[src/hdl/prf_pkg.sv]
// shared types and constants of the point region filter
`timescale 1ns / 1ps

package prf_pkg;

  typedef enum logic [2:0] {
    ST_CLEAR,
    ST_IDLE,
    ST_SCAN,
    ST_EVAL,
    ST_OUT
  } state_t;

  localparam logic [2:0] TYPE_NONE     = 3'd0;
  localparam logic [2:0] TYPE_CUBE     = 3'd1;
  localparam logic [2:0] TYPE_BLOCK    = 3'd2;
  localparam logic [2:0] TYPE_SPHERE   = 3'd3;
  localparam logic [2:0] TYPE_CYLINDER = 3'd4;
  localparam logic [2:0] TYPE_CONE     = 3'd5;

  localparam int WORD_W = 4;
  localparam int WORDS_PER_FILTER = 16;
  localparam logic [WORD_W-1:0] WORD_TYPE = 4'd0;

  localparam int IN_TDATA_W  = 168;
  localparam int IN_TUSER_W  = 2;
  localparam int OUT_TDATA_W = 40;
  localparam int OUT_TUSER_W = 1;

  localparam int MUL_W  = 33;
  localparam int PROD_W = 66;
  localparam int ROW_W  = PROD_W - 28;

  // evaluation schedule of one filter
  localparam logic [4:0] STEP_ROT_LAST  = 5'd9;
  localparam logic [4:0] STEP_TRANS0    = 5'd10;
  localparam logic [4:0] STEP_TRANS2    = 5'd12;
  localparam logic [4:0] STEP_THR0      = 5'd13;
  localparam logic [4:0] STEP_THR2      = 5'd15;
  localparam logic [4:0] STEP_SQ0       = 5'd16;
  localparam logic [4:0] STEP_SQ1       = 5'd17;
  localparam logic [4:0] STEP_SQ2       = 5'd18;
  localparam logic [4:0] STEP_CONE_LO   = 5'd19;
  localparam logic [4:0] STEP_CONE_HI   = 5'd20;
  localparam logic [4:0] STEP_CONE_SUM  = 5'd21;
  localparam logic [4:0] STEP_DECIDE    = 5'd22;

endpackage

[src/hdl/prf_mul.sv]
// shared registered 33x33 signed multiplier
`timescale 1ns / 1ps

module prf_mul (
  input  logic                                 clk,
  input  logic signed [prf_pkg::MUL_W-1:0]     mul_a,
  input  logic signed [prf_pkg::MUL_W-1:0]     mul_b,
  output logic signed [prf_pkg::PROD_W-1:0]    prod_r
);

  always_ff @(posedge clk) begin
    prod_r <= mul_a * mul_b;
  end

endmodule

[config.mk]
export PLATFORM = sky130hd
export DESIGN_NAME = prf_mul
export DESIGN_NICKNAME = d
export VERILOG_FILES = /design/src/hdl/prf_pkg.sv /design/src/hdl/prf_mul.sv
export SDC_FILE = /design/constraint.sdc
export NUM_CORES = 2
export LEC_CHECK = 0
export BUFFER_PORTS_ARGS = -buffer_cell sky130_fd_sc_hd__buf_4
export CORE_ASPECT_RATIO = 0.7
export CORE_MARGIN = 2
export CORE_UTILIZATION = 45
export CTS_BUF_LIST = sky130_fd_sc_hd__clkbuf_16
export DETAILED_ROUTE_END_ITERATION = 10
export PLACE_DENSITY = 0.66
export REMOVE_ABC_BUFFERS = 1
export SLEW_MARGIN = 20
export SYNTH_ARGS = -nofsm -noshare
export SYNTH_HDL_FRONTEND = slang
export SYNTH_SLANG_ARGS = --single-unit
[constraint.sdc]
create_clock -name clk -period 8 [get_ports clk]
set_input_delay 1.2 -clock clk [delete_from_list [all_inputs] [get_ports clk]]
set_output_delay 1.2 -clock clk [all_outputs]
set_load 0.03 [all_outputs]
# == Word level (Yosys, flattened, before mapping) ==
# Cells that the tools add are included.
# Widths: inputs -> output; s select.
# totals
register_bits,66
in_bits,67
out_inout_bits,66
# classes
n_mul,1
# ops
operator,n
$mul 33x33->66,1

# == Logic depth before layout (Yosys ltp) ==
# logic_depth
ltp_word,1
depth_mapped,27

# == Worst setup path after synthesis ==
# Ideal clock, no wire load.
# synth_path
path_type,input-to-reg
startpoint,input mul_a[32] in the netlist's numbering
endpoint,register prod_r[62] in the netlist's numbering
arrival_ps,8357
required_time_ps,7921
setup_slack_ps,-436
path_stages,23
n_path_buf,2
path_cell_list,clkbuf_1 > nand2_1 > inv_1 > fa_1 > fa_1 > fa_1 > fa_1 > fa_1 > fa_1 > fa_1 > inv_1 > fa_1 > inv_1 > ha_1 > clkbuf_1 > and3_1 > nand3_1 > nand2b_1 > a2111oi_4 > a211oi_4 > a21o_2 > a21o_1 > a211oi_2
# synth_via
elab_chain_cells,1
# synth_rtl
element,line_no,text
from (decl),prf_mul.sv:6,"input logic signed [prf_pkg::MUL_W-1:0] mul_a,"
$mul 33x33->66,prf_mul.sv:12,prod_r <= mul_a * mul_b;
to (signal assigned),prf_mul.sv:12,
to (decl),prf_mul.sv:8,output logic signed [prf_pkg::PROD_W-1:0] prod_r
# Every way passes these cells.

# == Final worst setup path ==
# layout_path
startpoint,input mul_a[31] in the netlist's numbering
endpoint,register prod_r[63] in the netlist's numbering
# The elaborated chain is that of the path after synthesis.

==> run metrics <==
Worst Path Max Fanout=8; RePlAce Congestion=0.9423; # IOs=133; fin crit share=0.9818; met1 Usage GRT=0.4146; first drt pass iteration count=5; Post-synth EDFFs=0; Biggest register=prod_r; die height=255.7 µm; TritonCTS buffer count=9; CTS tree=yes; top cells by area, synth=fa_1, inv_1, and2_1; Synth area leader=fa_1; Top Registers=prod_r: 66 flops; FP Rows=92; Yosys reg bits=66; Yosys cell types=80; fin crit period=7.854 ns; CTS Buffer Depth=2; fraction of layout cells with a size suffix above 1=0.1556; Syn. warnings=0; fraction of registers with async set/reset=0; Hold Vio Cnt, Final=0; core area=89900 µm²; area share of the largest cell type after synthesis=0.5627; clock sink count=66; starting density of the core=0.4531; post-route ant nets=0; max reg flops=66; Setup CP Type=input pin to register; Mapped Area=40730 µm²; post-synthesis sequential area ratio=0.03244; global-route wire length before repair=184.6 mm; dpl hpwl=101.0 mm; Worst Path Required=8.24 ns; Syn Inst Count=4338; # DRC=0; gr busiest metal=met1; die width=363.6 µm; WP data arrival=8.09 ns; vias in the first global route=31460; max-cap viol count=0; count of pins over their slew limit=0; CTS Hold Bufs=0; fin util=0.5235; final setup fails=0; status=finished, final reports clean; Total Routed Length=112.6 mm; pin count of the biggest net entering global routing=27; grt total ovfl=0; drt first-iter violations=2115; met2 usage in global routing=0.3316; CP Capture Type=register; Global Route Usage Sum=0.2580; clk slew on worst S/H paths=0.06 ns; Avg Inst Size Synth=9.390 µm²; clock root cell=clkbuf_16; Final Net Count=6116; crit start category=input pin; top_reg_cell synth=dfxtp_1; PortBufs=132; Rel. slew slack=0.6831; Tightest Hold Check Type=input pin to register; Area Growth Syn to Fin=15.54%; htree depth=3; M3 GR Usage=0.09266; die area=92980 µm²; slew at the pin closest to its max-slew limit=0.4704 ns; via count=29370; wire per inst=19.03 µm; via/cell ratio=4.966; Max Freq=0.1273 GHz; initial antenna violation count=2
cell type report:
type	count	area (µm²)
fillers	8106	42840
multi-input cells	2920	34870
repair buffers	559	4781
inverters	1131	4245
well taps	1222	1529
flip-flops and latches	66	1321
clock buffers	9	225.2
clock inverters	7	92.59
diodes	1	2.502
critical path, stage by stage:
cell	delay (ns)
buf_4	0.14
buf_4	0.18
nand2_1	0.09
fa_1	0.51
fa_1	0.54
inv_1	0.05
fa_1	0.53
inv_1	0.08
fa_1	0.54
inv_1	0.06
fa_1	0.53
fa_2	0.47
fa_1	0.58
inv_2	0.05
fa_2	0.59
inv_2	0.06
ha_4	0.16
or3_4	0.34
nor3_4	0.11
o21ai_1	0.09
a32oi_1	0.23
buf_4	0.17
o31ai_4	0.06
buf_6	0.15
a21oi_4	0.27
buf_6	0.14
or3b_1	0.09
nand3_1	0.06
synth_stat cells, types with 4 or more instances:
cell type / count
buf_2: 11
nor2b_1: 5
xor2_1: 25
a211o_1: 6
o21ai_1: 6
nand3_1: 25
o21ai_0: 25
nand2b_1: 12
o21bai_1: 11
and2_1: 562
and4_1: 5
and3_1: 5
xnor2_1: 43
o21a_1: 6
dfxtp_1: 66
nand4_1: 11
nor3_1: 7
a31oi_1: 8
a211oi_1: 7
fa_1: 1145
a21oi_1: 57
clkbuf_1: 208
a21o_1: 36
o211ai_1: 4
ha_1: 217
nor2_1: 68
inv_1: 1131
nand2_1: 551
cell families after synthesis:
| family | after synthesis | share of synthesized area |
|---|---|---|
| and+or+nand+nor | 1271 | 0.1578 |
| DFF | 66 | 0.03244 |
| adders and majority gates | 1362 | 0.6294 |
| AOI/OAI and AO/OA | 219 | 0.04067 |
| buffers and inverters | 1352 | 0.1251 |
| xor gates and xnor gates | 68 | 0.01462 |
per-layer routing:
| layer | vias up | wire, µm |
|---|---|---|
| li1 | 13030 | - |
| met2 | 1208 | 42850 |
| met4 | 0 | 1677 |
| met3 | 87 | 13960 |
| met5 | - | 0 |
| met1 | 15050 | 54090 |
per-stage QoR:
step                      setup TNS [ns]  setup slack, ns  instance area [µm²]  instances  hold WS [ns]
after floorplan                  -0.1129         -0.08170                39880       4117         1.322
after global placement            -7.313          -0.4174                45890       5892         1.631
after detailed placement          -8.691          -0.4286                45890       5892         1.628
after CTS                      -0.005233        -0.005233                46250       5908         1.419
after global routing             -0.1254         -0.04436                47070       5915         1.387
final                                  0           0.1456                47070       5915         1.396
cell usage in the layout, fill, tap and decap left out, drive strengths merged, types with 25 or more instances in the layout:
master	count
xor2	25
o21ai	33
nor2	68
dfxtp	66
fa	1145
a21o	38
ha	217
buf	559
a21oi	61
xnor2	43
nand3	26
and2	563
nand2	551
inv	1132
repair_timing:
item	4_1_cts	5_1_grt
hold endpoints to repair	0	0
pin swaps	3	83
setup endpoints to repair	6	34
gates cloned	0	0
resized for setup	8	200
setup buffers	0	8
worst paths after layout:
kind,cells past startpoint,end,slack (ns),start
max,28,prod_r[63],0.15,mul_a[31]
min,3,prod_r[0],1.40,mul_b[0]
Power is left out: the tool's default activity adds up to more than one toggle a clock period on the data nets, which glitch-free logic cannot reach.
